**config.mk**
```make
export PLATFORM = sky130hd
export DESIGN_NAME = quote_aware_token_classifier_unit
export DESIGN_NICKNAME = d
export VERILOG_FILES = /design/src/qatc_pkg.sv /design/src/quote_aware_token_classifier_unit.sv /design/src/qatc_front.sv /design/src/qatc_fifo.sv /design/src/qatc_back.sv
export VERILOG_INCLUDE_DIRS = /design/src /design/src/src
export SDC_FILE = /design/constraint.sdc
export NUM_CORES = 1
export LEC_CHECK = 0
export BUFFER_PORTS_ARGS = -buffer_cell sky130_fd_sc_hd__buf_2
export CORE_UTILIZATION = 35
export CTS_CLUSTER_DIAMETER = 100
export CTS_CLUSTER_SIZE = 8
export DETAILED_ROUTE_END_ITERATION = 8
export PLACE_DENSITY_LB_ADDON = 0.1
export SLEW_MARGIN = 15
export SYNTH_ARGS = -nofsm -noshare
export SYNTH_HDL_FRONTEND = slang
export SYNTH_SLANG_ARGS = --single-unit
```
**constraint.sdc**
```tcl
create_clock -name clk_i -period 5.7 [get_ports clk_i]
set_clock_uncertainty 0.2 [all_clocks]
set_input_delay 0.57 -clock clk_i [delete_from_list [all_inputs] [get_ports clk_i]]
set_output_delay 0.57 -clock clk_i [all_outputs]
set_load 0.01 [all_outputs]
```
**src/assert_macros.svh**
```systemverilog
// assertion macros shared by the classifier rtl
// no dependencies; clock clk_i and reset rst_ni are assumed in scope
`ifndef ASSERT_MACROS_SVH
`define ASSERT_MACROS_SVH

// checked only while out of reset
`define QATC_ASSERT(lbl, prop, msg) \
  lbl: assert property (@(posedge clk_i) disable iff (!rst_ni) (prop)) else $error(msg);

// checked at every edge, reset included
`define QATC_ASSERT_ALWAYS(lbl, prop, msg) \
  lbl: assert property (@(posedge clk_i) (prop)) else $error(msg);

`endif

```
**src/qatc_pkg.sv**
```systemverilog
// shared types, codes and character tests of the token classifier
// no dependencies
package qatc_pkg;

  localparam logic [7:0] CHAR_NL    = 8'h0A;
  localparam logic [7:0] CHAR_SP    = 8'h20;
  localparam logic [7:0] CHAR_QUOTE = 8'h22;

  localparam int JOB_FIFO_DEPTH = 4;
  localparam int JOB_PTR_W      = 2;

  typedef enum logic [1:0] {
    KIND_TOKEN  = 2'd0,
    KIND_EOL    = 2'd1,
    KIND_STATUS = 2'd2
  } kind_e;

  typedef enum logic [2:0] {
    CLS_STRING  = 3'd0,
    CLS_SYMBOL  = 3'd1,
    CLS_EXPR    = 3'd2,
    CLS_NUMBER  = 3'd3,
    CLS_UNKNOWN = 3'd4
  } tok_class_e;

  // all results caused by one input byte
  typedef struct packed {
    logic       tok_vld;
    tok_class_e tok_class;
    logic [7:0] tok_len;
    logic       eol_vld;
    logic       sts_vld;
    logic       unbal;
  } job_t;

  function automatic logic is_letter(logic [7:0] c);
    logic r;
    case (c) inside
      [8'h61:8'h7A], [8'h41:8'h5A]: r = 1'b1;
      default:                      r = 1'b0;
    endcase
    return r;
  endfunction

  function automatic logic is_operator(logic [7:0] c);
    logic r;
    case (c) inside
      8'h2B, 8'h2D, 8'h2A, 8'h2F, 8'h25, 8'h3D, 8'h3E, 8'h3C, 8'h21: r = 1'b1;
      default: r = 1'b0;
    endcase
    return r;
  endfunction

  function automatic logic is_digit(logic [7:0] c);
    logic r;
    case (c) inside
      [8'h30:8'h39]: r = 1'b1;
      default:       r = 1'b0;
    endcase
    return r;
  endfunction

endpackage

```
**src/quote_aware_token_classifier_unit.sv**
```systemverilog
// top level of the quote-aware token classifier
// depends on qatc_pkg, qatc_front, qatc_fifo, qatc_back
//
//  channel | direction | handshake               | payload
//  --------+-----------+-------------------------+-------------------------------------------
//  in      | input     | in_valid_i / in_ready_o  | char_byte_i, end_mark_i
//  out     | output    | out_valid_o / out_ready_i| result_kind_o, token_class_o,
//          |           |                         | token_length_o, quotes_unbalanced_o,
//          |           |                         | last_result_o
//
// one byte is taken each cycle while the job queue (4 deep) has room
// each byte makes 0..3 result words; the back end sends one word per cycle
// while the output is not stalled, and the queue soaks up bursts
// with an empty queue the first result word passes the job queue, then the output register
// reset clears quote parity, token flags and the queue; no clearing pass
module quote_aware_token_classifier_unit #(
  parameter int MAX_TOKEN_LEN = 255
) (
  input  logic       clk_i,
  input  logic       rst_ni,
  input  logic       in_valid_i,
  output logic       in_ready_o,
  input  logic [7:0] char_byte_i,
  input  logic       end_mark_i,
  output logic       out_valid_o,
  input  logic       out_ready_i,
  output logic [1:0] result_kind_o,
  output logic [2:0] token_class_o,
  output logic [7:0] token_length_o,
  output logic       quotes_unbalanced_o,
  output logic       last_result_o
);

  logic           acc;
  logic           push, full, pop, head_vld;
  qatc_pkg::job_t job, head;

  qatc_pkg::kind_e      kind;
  qatc_pkg::tok_class_e cls;

  // accept whenever the queue can hold the job this byte may create
  assign in_ready_o = !full;
  assign acc        = in_valid_i && in_ready_o;

  // front: parity, token flags, line state
  qatc_front #(
    .MaxTokenLen (MAX_TOKEN_LEN)
  ) u_front (
    .clk_i       (clk_i),
    .rst_ni      (rst_ni),
    .acc_i       (acc),
    .char_byte_i (char_byte_i),
    .end_mark_i  (end_mark_i),
    .push_o      (push),
    .job_o       (job)
  );

  // queue of pending jobs, lets either side stall on its own
  qatc_fifo u_fifo (
    .clk_i      (clk_i),
    .rst_ni     (rst_ni),
    .push_i     (push),
    .job_i      (job),
    .full_o     (full),
    .pop_i      (pop),
    .head_vld_o (head_vld),
    .head_o     (head)
  );

  // back: one result word per cycle into the output register unless the output stalls
  qatc_back u_back (
    .clk_i       (clk_i),
    .rst_ni      (rst_ni),
    .head_vld_i  (head_vld),
    .head_i      (head),
    .pop_o       (pop),
    .out_valid_o (out_valid_o),
    .out_ready_i (out_ready_i),
    .kind_o      (kind),
    .class_o     (cls),
    .len_o       (token_length_o),
    .unbal_o     (quotes_unbalanced_o),
    .last_o      (last_result_o)
  );

  assign result_kind_o = kind;
  assign token_class_o = cls;

endmodule

```
**src/qatc_front.sv**
```systemverilog
// front end: takes bytes, tracks quote parity and token flags, builds jobs
// depends on qatc_pkg
module qatc_front #(
  parameter int MaxTokenLen = 255
) (
  input  logic             clk_i,
  input  logic             rst_ni,
  input  logic             acc_i,
  input  logic [7:0]       char_byte_i,
  input  logic             end_mark_i,
  output logic             push_o,
  output qatc_pkg::job_t   job_o
);

  localparam int CntW = ($clog2(MaxTokenLen + 3) > 8) ? $clog2(MaxTokenLen + 3) : 8;
  localparam logic [CntW-1:0] CntSat = CntW'(MaxTokenLen + 2);
  localparam logic [CntW-1:0] LenMax = CntW'(MaxTokenLen);
  localparam logic [CntW-1:0] Len255 = CntW'(255);
  localparam logic [CntW-1:0] CntTwo = CntW'(2);

  logic            parity_q, parity_d;
  logic [CntW-1:0] cnt_q, cnt_d;
  logic            first_q, first_d, last_q, last_d;
  logic            letters_q, letters_d, ops_q, ops_d, digits_q, digits_d;
  logic            line_q, line_d;

  logic            is_q, is_nl, is_sp, par_nx;
  logic            brk_nl, brk_sp, flush;
  logic [CntW-1:0] len_raw, len_cap;
  qatc_pkg::tok_class_e cls;

  always_comb begin
    is_q   = (char_byte_i == qatc_pkg::CHAR_QUOTE);
    is_nl  = (char_byte_i == qatc_pkg::CHAR_NL);
    is_sp  = (char_byte_i == qatc_pkg::CHAR_SP);
    par_nx = parity_q ^ is_q;
    brk_nl = !end_mark_i && is_nl && !par_nx;
    brk_sp = !end_mark_i && is_sp && !par_nx;
    flush  = end_mark_i || brk_nl || brk_sp;

    if (first_q && last_q) begin
      cls     = qatc_pkg::CLS_STRING;
      len_raw = (cnt_q >= CntTwo) ? cnt_q - CntTwo : '0;
    end else begin
      len_raw = cnt_q;
      if (letters_q)     cls = qatc_pkg::CLS_SYMBOL;
      else if (ops_q)    cls = qatc_pkg::CLS_EXPR;
      else if (digits_q) cls = qatc_pkg::CLS_NUMBER;
      else               cls = qatc_pkg::CLS_UNKNOWN;
    end
    len_cap = (len_raw > LenMax) ? LenMax : len_raw;

    job_o.tok_vld   = flush && (cnt_q != '0);
    job_o.tok_class = cls;
    job_o.tok_len   = (len_cap > Len255) ? 8'hFF : len_cap[7:0];
    job_o.eol_vld   = (end_mark_i || brk_nl) && line_q;
    job_o.sts_vld   = end_mark_i;
    job_o.unbal     = end_mark_i && parity_q;
    push_o = acc_i && (job_o.tok_vld || job_o.eol_vld || job_o.sts_vld);
  end

  always_comb begin
    parity_d  = parity_q;
    cnt_d     = cnt_q;
    first_d   = first_q;
    last_d    = last_q;
    letters_d = letters_q;
    ops_d     = ops_q;
    digits_d  = digits_q;
    line_d    = line_q;
    if (acc_i) begin
      parity_d = par_nx;
      if (flush) begin
        cnt_d     = '0;
        first_d   = 1'b0;
        last_d    = 1'b0;
        letters_d = 1'b1;
        ops_d     = 1'b1;
        digits_d  = 1'b1;
      end
      if (end_mark_i) begin
        parity_d = 1'b0;
        line_d   = 1'b0;
      end else if (brk_nl) begin
        line_d = 1'b0;
      end else if (brk_sp) begin
        line_d = 1'b1;
      end else begin
        line_d = 1'b1;
        if (cnt_q == '0) first_d = is_q;
        last_d = is_q;
        if (cnt_q < CntSat) cnt_d = cnt_q + CntW'(1);
        if (!qatc_pkg::is_letter(char_byte_i))   letters_d = 1'b0;
        if (!qatc_pkg::is_operator(char_byte_i)) ops_d     = 1'b0;
        if (!qatc_pkg::is_digit(char_byte_i))    digits_d  = 1'b0;
      end
    end
  end

  always_ff @(posedge clk_i or negedge rst_ni) begin
    if (!rst_ni) begin
      parity_q  <= 1'b0;
      cnt_q     <= '0;
      first_q   <= 1'b0;
      last_q    <= 1'b0;
      letters_q <= 1'b1;
      ops_q     <= 1'b1;
      digits_q  <= 1'b1;
      line_q    <= 1'b0;
    end else begin
      parity_q  <= parity_d;
      cnt_q     <= cnt_d;
      first_q   <= first_d;
      last_q    <= last_d;
      letters_q <= letters_d;
      ops_q     <= ops_d;
      digits_q  <= digits_d;
      line_q    <= line_d;
    end
  end

endmodule

```
**src/qatc_fifo.sv**
```systemverilog
// small job queue between front and back ends
// depends on qatc_pkg and assert_macros.svh
`include "assert_macros.svh"
module qatc_fifo (
  input  logic           clk_i,
  input  logic           rst_ni,
  input  logic           push_i,
  input  qatc_pkg::job_t job_i,
  output logic           full_o,
  input  logic           pop_i,
  output logic           head_vld_o,
  output qatc_pkg::job_t head_o
);

  localparam int PtrW = qatc_pkg::JOB_PTR_W;
  localparam logic [PtrW:0] Depth = (PtrW + 1)'(qatc_pkg::JOB_FIFO_DEPTH);

  qatc_pkg::job_t slot_q [qatc_pkg::JOB_FIFO_DEPTH];
  logic [PtrW-1:0] wr_q, wr_d, rd_q, rd_d;
  logic [PtrW:0]   cnt_q, cnt_d;

  assign full_o     = (cnt_q == Depth);
  assign head_vld_o = (cnt_q != '0);
  assign head_o     = slot_q[rd_q];

  always_comb begin
    wr_d  = push_i ? wr_q + PtrW'(1) : wr_q;
    rd_d  = pop_i ? rd_q + PtrW'(1) : rd_q;
    cnt_d = cnt_q + (PtrW + 1)'(push_i) - (PtrW + 1)'(pop_i);
  end

  always_ff @(posedge clk_i) begin
    if (push_i) begin
      slot_q[wr_q] <= job_i;
    end
  end

  always_ff @(posedge clk_i or negedge rst_ni) begin
    if (!rst_ni) begin
      wr_q  <= '0;
      rd_q  <= '0;
      cnt_q <= '0;
    end else begin
      wr_q  <= wr_d;
      rd_q  <= rd_d;
      cnt_q <= cnt_d;
    end
  end

  `QATC_ASSERT_ALWAYS(a_cnt_bound, cnt_q <= Depth, "job queue count beyond depth")
  `QATC_ASSERT(a_no_push_full, full_o |-> !push_i, "push into full job queue")
  `QATC_ASSERT(a_no_pop_empty, pop_i |-> head_vld_o, "pop from empty job queue")

endmodule

```
**src/qatc_back.sv**
```systemverilog
// back end: splits each queued job into result words behind an output register
// depends on qatc_pkg and assert_macros.svh
`include "assert_macros.svh"
module qatc_back (
  input  logic                 clk_i,
  input  logic                 rst_ni,
  input  logic                 head_vld_i,
  input  qatc_pkg::job_t       head_i,
  output logic                 pop_o,
  output logic                 out_valid_o,
  input  logic                 out_ready_i,
  output qatc_pkg::kind_e      kind_o,
  output qatc_pkg::tok_class_e class_o,
  output logic [7:0]           len_o,
  output logic                 unbal_o,
  output logic                 last_o
);

  // bit 0 token, bit 1 end of line, bit 2 status
  logic [2:0] done_q, done_d;
  logic [2:0] pending, sel, rest;
  logic       load, is_last;

  logic                 vld_q, vld_d;
  qatc_pkg::kind_e      kind_q, kind_d;
  qatc_pkg::tok_class_e cls_q, cls_d;
  logic [7:0]           len_q, len_d;
  logic                 unbal_q, unbal_d, last_q, last_d;

  always_comb begin
    pending = {head_i.sts_vld, head_i.eol_vld, head_i.tok_vld} & ~done_q;
    sel     = pending & (~pending + 3'd1);
    rest    = pending & ~sel;
    is_last = (rest == 3'b000);
    load    = head_vld_i && (!vld_q || out_ready_i);
    pop_o   = load && is_last;

    done_d  = done_q;
    vld_d   = vld_q;
    kind_d  = kind_q;
    cls_d   = cls_q;
    len_d   = len_q;
    unbal_d = unbal_q;
    last_d  = last_q;
    if (out_ready_i) vld_d = 1'b0;
    if (load) begin
      vld_d   = 1'b1;
      last_d  = is_last;
      done_d  = is_last ? 3'b000 : (done_q | sel);
      cls_d   = qatc_pkg::CLS_STRING;
      len_d   = 8'h00;
      unbal_d = 1'b0;
      if (sel[0]) begin
        kind_d = qatc_pkg::KIND_TOKEN;
        cls_d  = head_i.tok_class;
        len_d  = head_i.tok_len;
      end else if (sel[1]) begin
        kind_d = qatc_pkg::KIND_EOL;
      end else begin
        kind_d  = qatc_pkg::KIND_STATUS;
        unbal_d = head_i.unbal;
      end
    end
  end

  always_ff @(posedge clk_i or negedge rst_ni) begin
    if (!rst_ni) begin
      done_q <= 3'b000;
      vld_q  <= 1'b0;
    end else begin
      done_q <= done_d;
      vld_q  <= vld_d;
    end
  end

  always_ff @(posedge clk_i) begin
    kind_q  <= kind_d;
    cls_q   <= cls_d;
    len_q   <= len_d;
    unbal_q <= unbal_d;
    last_q  <= last_d;
  end

  assign out_valid_o = vld_q;
  assign kind_o      = kind_q;
  assign class_o     = cls_q;
  assign len_o       = len_q;
  assign unbal_o     = unbal_q;
  assign last_o      = last_q;

  `QATC_ASSERT(a_head_pending, head_vld_i |-> pending != 3'b000, "queued job with nothing left")
  `QATC_ASSERT(a_status_last, (vld_q && kind_q == qatc_pkg::KIND_STATUS) |-> last_q, "status word not last")
  `QATC_ASSERT(a_done_clear, !head_vld_i |-> done_q == 3'b000, "progress bits set with no job")

endmodule
```
Yosys cells after proc, flatten, opt, wreduce, memory -nomap -nowiden

Memories as Yosys holds them, arrays and structs flattened.
Cells that the tools add are included.

Add/subtract/negate cells: 7
Multipliers: 0
Div/mod/pow operators: 0
$lt $le $gt $ge: 10
Equality and inequality tests: 13
Shifts and indexed selects: 0
Mux-type cells: 61
Bitwise logic cells: 8
Reduce and logical (&&, ||, !) cells: 32

Operators with widths:

| operator                                                                         | count |
|---|---|
| 8-bit by 6-bit equality test with 1-bit output, second input constant            | 11 |
| 9-bit two-way mux                                                                | 8 |
| 1-bit two-way mux                                                                | 46 |
| 9-bit by 8-bit greater-than comparator with 1-bit output, second input constant  | 2 |
| 8-bit by 7-bit >= comparator with 1-bit output, second input constant            | 2 |
| 8-bit by 7-bit less-or-equal comparator with 1-bit output, second input constant | 2 |
| 1-bit logical AND                                                                | 15 |
| 3-bit two-way mux                                                                | 5 |
| 9-bit by 1-bit adder with 9-bit output, second input constant                    | 1 |
| 3-bit bitwise AND                                                                | 3 |
| 9-bit by 2-bit >= comparator with 1-bit output, second input constant            | 1 |
| 9-bit logical NOT                                                                | 1 |
| 9-bit < comparator, second input constant                                        | 1 |
| 3-bit NOT                                                                        | 3 |
| 9-bit nonzero test                                                               | 1 |
| 9-bit OR reduction                                                               | 1 |
| 9-bit by 2-bit subtractor with 9-bit output, second input constant               | 1 |
| 8-bit by 4-bit equality test with 1-bit output, second input constant            | 1 |
| 8-bit by 6-bit >= comparator with 1-bit output, second input constant            | 1 |
| 8-bit by 6-bit less-or-equal comparator with 1-bit output, second input constant | 1 |
| 8-bit two-way mux                                                                | 1 |
| 1-bit logical OR                                                                 | 5 |
| 2-bit by 1-bit adder with 2-bit output, second input constant                    | 2 |
| 1-bit logical NOT                                                                | 4 |
| other kinds (11)                                                                 | 12 |

Flip-flop bits (word level): 42
Latch bits: 0
Memory bits (writable): 60
ROM bits: 0
Bits of input ports: 13
Output and inout bits: 17
Logic and storage cells: 150
Memories kept: 1

Memory list:

| name          | words | bits a word | read ports | clocked after memory_dff | write ports | line            | source |
|---|---|---|---|---|---|---|---|
| u_fifo.slot_q | 4     | 15          | 1          | 0                        | 1           | qatc_fifo.sv:18 | `qatc_pkg::job_t slot_q [qatc_pkg::JOB_FIFO_DEPTH];` |

Logic depth before layout (Yosys ltp)

Word-level depth: 12
Gate-level depth with buffers: 14
Mapped depth without buffers: 14

By module

Synthesis repeated with hierarchy kept, for this count alone.

Cell total of the unflattened synthesis: 332
Area, all modules: 4730.8 sq um

Modules (own cells, without submodules):

| module                            | times used | cells an instance | area each (sq um) | sequential area each (sq um) |
|---|---|---|---|---|
| qatc_fifo                         | 1          | 113               | 2593.7            | 1976.9 |
| qatc_front                        | 1          | 164               | 1328.8            | 404.1 |
| qatc_back                         | 1          | 53                | 798.3             | 550.5 |
| quote_aware_token_classifier_unit | 1          | 2                 | 10.0              | 0.0 |

Worst setup path after synthesis

OpenSTA, ideal clock, no wires.

Kind: input to register
Start point: in char_byte_i[0]
End point: reg u_fifo.cnt_q[2]
Library setup time: 0.124 ns
Data arrival time: 2.855 ns
Required time: 5.376 ns
Path slack: 2.521 ns
Stages: 12
Buffers on the path: 0
Cell sequence: nor3_2 -> nand3_1 -> or4_4 -> a31oi_4 -> inv_1 -> ha_1 -> inv_1 -> ha_1 -> inv_1 -> fa_1 -> xnor2_1 -> xnor2_1

Cells in the longest elaborated chain, start to end: 12
Elaborated cells on any way between the ends: 18
Classes of those cells: add/sub (2); eq/ne (3); bitwise (1); reduce/logical (12)

RTL lines:

| item                                           | line                                    | source |
|---|---|---|
| start: declaration                             | quote_aware_token_classifier_unit.sv:23 | `input logic [7:0] char_byte_i,` |
| 8-bit by 6-bit equality test with 1-bit output | qatc_front.sv:33                        | `is_q = (char_byte_i == qatc_pkg::CHAR_QUOTE);` |
| 1-bit bitwise XOR                              | qatc_front.sv:36                        | `par_nx = parity_q ^ is_q;` |
| 1-bit logical NOT                              | qatc_front.sv:37, qatc_front.sv:38      |  |
| 1-bit logical AND                              | qatc_front.sv:37                        | `brk_nl = !end_mark_i && is_nl && !par_nx;` |
| 1-bit logical OR                               | qatc_front.sv:39, qatc_front.sv:56      |  |
| 1-bit logical OR                               | qatc_front.sv:39                        | `flush = end_mark_i \|\| brk_nl \|\| brk_sp;` |
| 1-bit logical AND                              | qatc_front.sv:53                        | `job_o.tok_vld = flush && (cnt_q != '0);` |
| 1-bit logical OR * (2 in a row)                | qatc_front.sv:59                        | `push_o = acc_i && (job_o.tok_vld \|\| job_o.eol_vld \|\| job_o.sts_vld);` |
| 1-bit logical AND *                            | qatc_front.sv:59                        |  |
| 3-bit by 1-bit adder with 3-bit output *       | qatc_fifo.sv:29                         | `cnt_d = cnt_q + (PtrW + 1)'(push_i) - (PtrW + 1)'(pop_i);` |
| 3-bit by 1-bit subtractor with 3-bit output *  | qatc_fifo.sv:29                         |  |
| via u_fifo.cnt_d[2]                            | qatc_fifo.sv:20                         | `logic [PtrW:0] cnt_q, cnt_d;` |
| end signal: assignment                         | qatc_fifo.sv:46                         | `cnt_q <= cnt_d;` |
| end: declaration                               | qatc_fifo.sv:20                         |  |

Mark *: on every way through the listed nets, which the timed path passes. The rest lies on a longest branch.
A chain may end at the register's enable or synchronous reset.

Worst setup path in the final report

Start point: reg u_fifo.rd_q[0]
End point: reg u_fifo.cnt_q[2]

Cells in the longest elaborated chain, start to end: 10

RTL lines:

| item                                          | line                                    | source |
|---|---|---|
| start: declaration                            | qatc_fifo.sv:19                         | `logic [PtrW-1:0] wr_q, wr_d, rd_q, rd_d;` |
| start signal: assignment                      | qatc_fifo.sv:45                         | `rd_q <= rd_d;` |
| memory read 4 x 15 bit *                      | -                                       |  |
| 3-bit bitwise AND *                           | qatc_back.sv:31                         | `pending = {head_i.sts_vld, head_i.eol_vld, head_i.tok_vld} & ~done_q;` |
| 3-bit NOT                                     | qatc_back.sv:32                         | `sel = pending & (~pending + 3'd1);` |
| 3-bit by 1-bit adder with 3-bit output        | qatc_back.sv:32                         |  |
| 3-bit bitwise AND                             | qatc_back.sv:32                         |  |
| 3-bit NOT                                     | qatc_back.sv:33                         | `rest = pending & ~sel;` |
| 3-bit bitwise AND *                           | qatc_back.sv:33                         |  |
| 3-bit logical NOT *                           | qatc_back.sv:34                         | `is_last = (rest == 3'b000);` |
| 1-bit logical AND *                           | qatc_back.sv:36                         | `pop_o = load && is_last;` |
| via pop                                       | quote_aware_token_classifier_unit.sv:35 | `logic push, full, pop, head_vld;` |
| 3-bit by 1-bit subtractor with 3-bit output * | qatc_fifo.sv:29                         |  |
| via u_fifo.cnt_d[2]                           | qatc_fifo.sv:20                         |  |

Marks and branches as above.

==> results.cfg <==
[run_status]
status = finished, final reports clean

[global_route]
grt_pass1_wl_um = 15100
grt_usage_pct = 14.3
grt_max_degree = 28
grt_pass1_vias = 2774
antenna_found_initial = 0
gr-total-overflow = 0

[place]
place_hpwl_um = 6080
pre_cts_ws_ns = 1.84
place_area_um2 = 4980
placed_cells = 530
io_buffer_count = 29
place_congestion = 0.780

[floorplanning]
die_w_um = 118
start_util_pct = 36.5
die_h_um = 118
dieArea_um2 = 13800
core-area_um2 = 12800
ios = 30
std_cell_rows = 41

[finish]
final_common_cell = edfxtp_1
drive_gt1_share_pct = 19.8
design_area_um2 = 5250
layout_common_cells = edfxtp_1, buf_2, nand2_1, dfrtp_1, nor2_1
area_growth_pct = 12.3
insertedDiodeCount = 0
n_fill_cell = 1219
fin_nets = 394
final-seq-area_um2 = 2930
multi_input_area_um2 = 1600
utilization_pct = 41.0
stdcell_count = 546

[pwr]
p_leak_nw = 1.96
powerDensity_nw_per_um2 = 470
vdd_drop_max_mv = 0.146
total_power_mw = 2.47

[clocking]
post_cts_buffers = 0
clockBufferDepth = 2
clk_pin_slew_worst_paths_ns = 0.07
cts_made_buffers = 9
cts.sinks = 102
cts_root_buf = clkbuf_16
tritoncts = done
clk_latency_ns = 0.34
htreeDepth = 3
ctsResizeCount = 0
hold_buffers = 0

[logic_synthesis]
ys_seq_elements = 102
synth-edff-count = 75
synthArstFlopShare_pct = 26.5
syn_nets = 368
netlist_instances = 343
synth_ff_type = edfxtp_1
synth_seq_area_share_pct = 62.7
synth_area_um2 = 4680
yosys_warnings = 0
synth.distinct_cells = 61
avgSynthCellArea_um2 = 13.6

[timing]
finalSetupTns_ns = 0
tightestPinTransition_ns = 0.913
fin_ws_ns = 1.89
fmax_ghz = 0.263
finalSetupViolCount = 0
hold_viol_final = 0
hold_ws_ns = 0.0744
finalMaxSlewViolations = 0
rsz0062_at_grt = no
period_needed_ns = 3.81
maxSlewHeadroom_pct = 37.6
finalCritPeriodShare_pct = 66.8

[routing]
drtPass1Iterations = 4
via_per_inst = 5.06
wire_per_inst_um = 16.5
vias = 2764
drc_errors = 0
antenna_violating_nets_post_route = 0
wl_um = 8990
drtIter0Drc = 190

[min_path]
hp-class = in -> async

[setup_path]
arrival_ns = 3.87
worstPathMaxFanout = 16
regToRegSetupSlack_ns = 1.89
cp-end-kind = flop
critPathKind = reg -> reg
critical_path.startpoint_type = flop
critical_path_required_ns = 5.77

[job]
drv_cap = 0
## worst max-delay path, stage by stage (launching register included)
cell	delay [ns]
dfrtp_1	0.71
buf_4	0.33
mux4_2	0.53
nor2b_2	0.25
maj3_2	0.37
nor2_4	0.16
ha_1	0.25
inv_1	0.06
ha_1	0.13
inv_1	0.05
fa_1	0.40
xnor2_1	0.18
xnor2_1	0.13
## synth_stat cells (all sizes together), types with 2 or more instances
master | count | area [um2]
nand4 | 3 | 18.8
o31ai | 4 | 30.0
o22a | 2 | 17.5
mux2i | 3 | 30.0
a21oi | 14 | 70.1
dfstp | 3 | 78.8
ha | 11 | 138
a2111oi | 2 | 17.5
nor2 | 24 | 100
dfrtp | 24 | 601
nand2b | 4 | 25.0
nand2 | 25 | 96.4
clkbuf | 11 | 41.3
xor2 | 3 | 33.8
o21ai | 13 | 65.1
and2 | 18 | 113
a32o | 2 | 20.0
nor2b | 5 | 33.8
nor4 | 3 | 18.8
nor3 | 8 | 50.1
or4 | 2 | 18.8
a41oi | 2 | 17.5
buf | 4 | 26.3
mux4 | 15 | 338
inv | 21 | 78.8
edfxtp | 75 | 2250
a21o | 3 | 22.5
nand3 | 9 | 45.0
a22o | 2 | 17.5
xnor2 | 4 | 35.0
a211oi | 2 | 15.0
## worst paths after layout
path | start | to | depth (start not counted)
setup / recovery | u_fifo.rd_q[0] | u_fifo.cnt_q[2] | 12
hold / removal | rst_ni | u_back.done_q[1] | 1
setup reg to reg | u_fifo.rd_q[0] | u_fifo.cnt_q[2] | 12
hold reg to reg | u_front.line_q | u_front.line_q | 2
max in group asynchronous | rst_ni | u_front.parity_q | 1
min in group clk_i | in_valid_i | u_front.cnt_q[6] | 2
## final cells by class
cell class,count,area share (%)
multi-input cells,205,30.4
inverters,21,1.50
clock inverters,5,0.810
repair buffers,30,2.91
clock buffers,11,4.43
well taps,172,4.10
flip-flops and latches,102,55.8
## cells by family after synthesis
group | share of synthesized area (%)
mux | 8.11
flops | 62.7
xor+xnor | 1.47
buf+inv | 3.13
simple gates | 12.3
compound gates | 8.75
fa+ha+maj | 3.61
## power by group
group	internal, mW	switching (mW)
sequential	1.03	0.126
combinational	0.335	0.409
clock	0.301	0.271
total	1.66	0.806
## state kept, by name, indices dropped and copies added, names as in the netlist
name                count
u_back.out_valid_o      1
u_front.digits_q        1
u_back.done_q           3
u_front.line_q          1
u_back.last_o           1
u_back.len_o            8
u_front.last_q          1
u_back.class_o          3
u_front.first_q         1
u_fifo.cnt_q            3
u_back.unbal_o          1
u_fifo.slot_q          60
u_front.parity_q        1
u_front.letters_q       1
u_front.cnt_q           9
u_back.kind_o           2
u_fifo.wr_q             2
u_front.ops_q           1
u_fifo.rd_q             2
## metal layers
metal  vias to the layer above  routed length [um]  track usage [%]
met3                         7                 316             3.68
met1                      1364                4260             19.1
met5                         -                   0                0
met2                        57                4340             22.7
li1                       1336                   -                -
met4                         0                  70             4.65
Note: power is estimated with default switching activity, not from simulation.
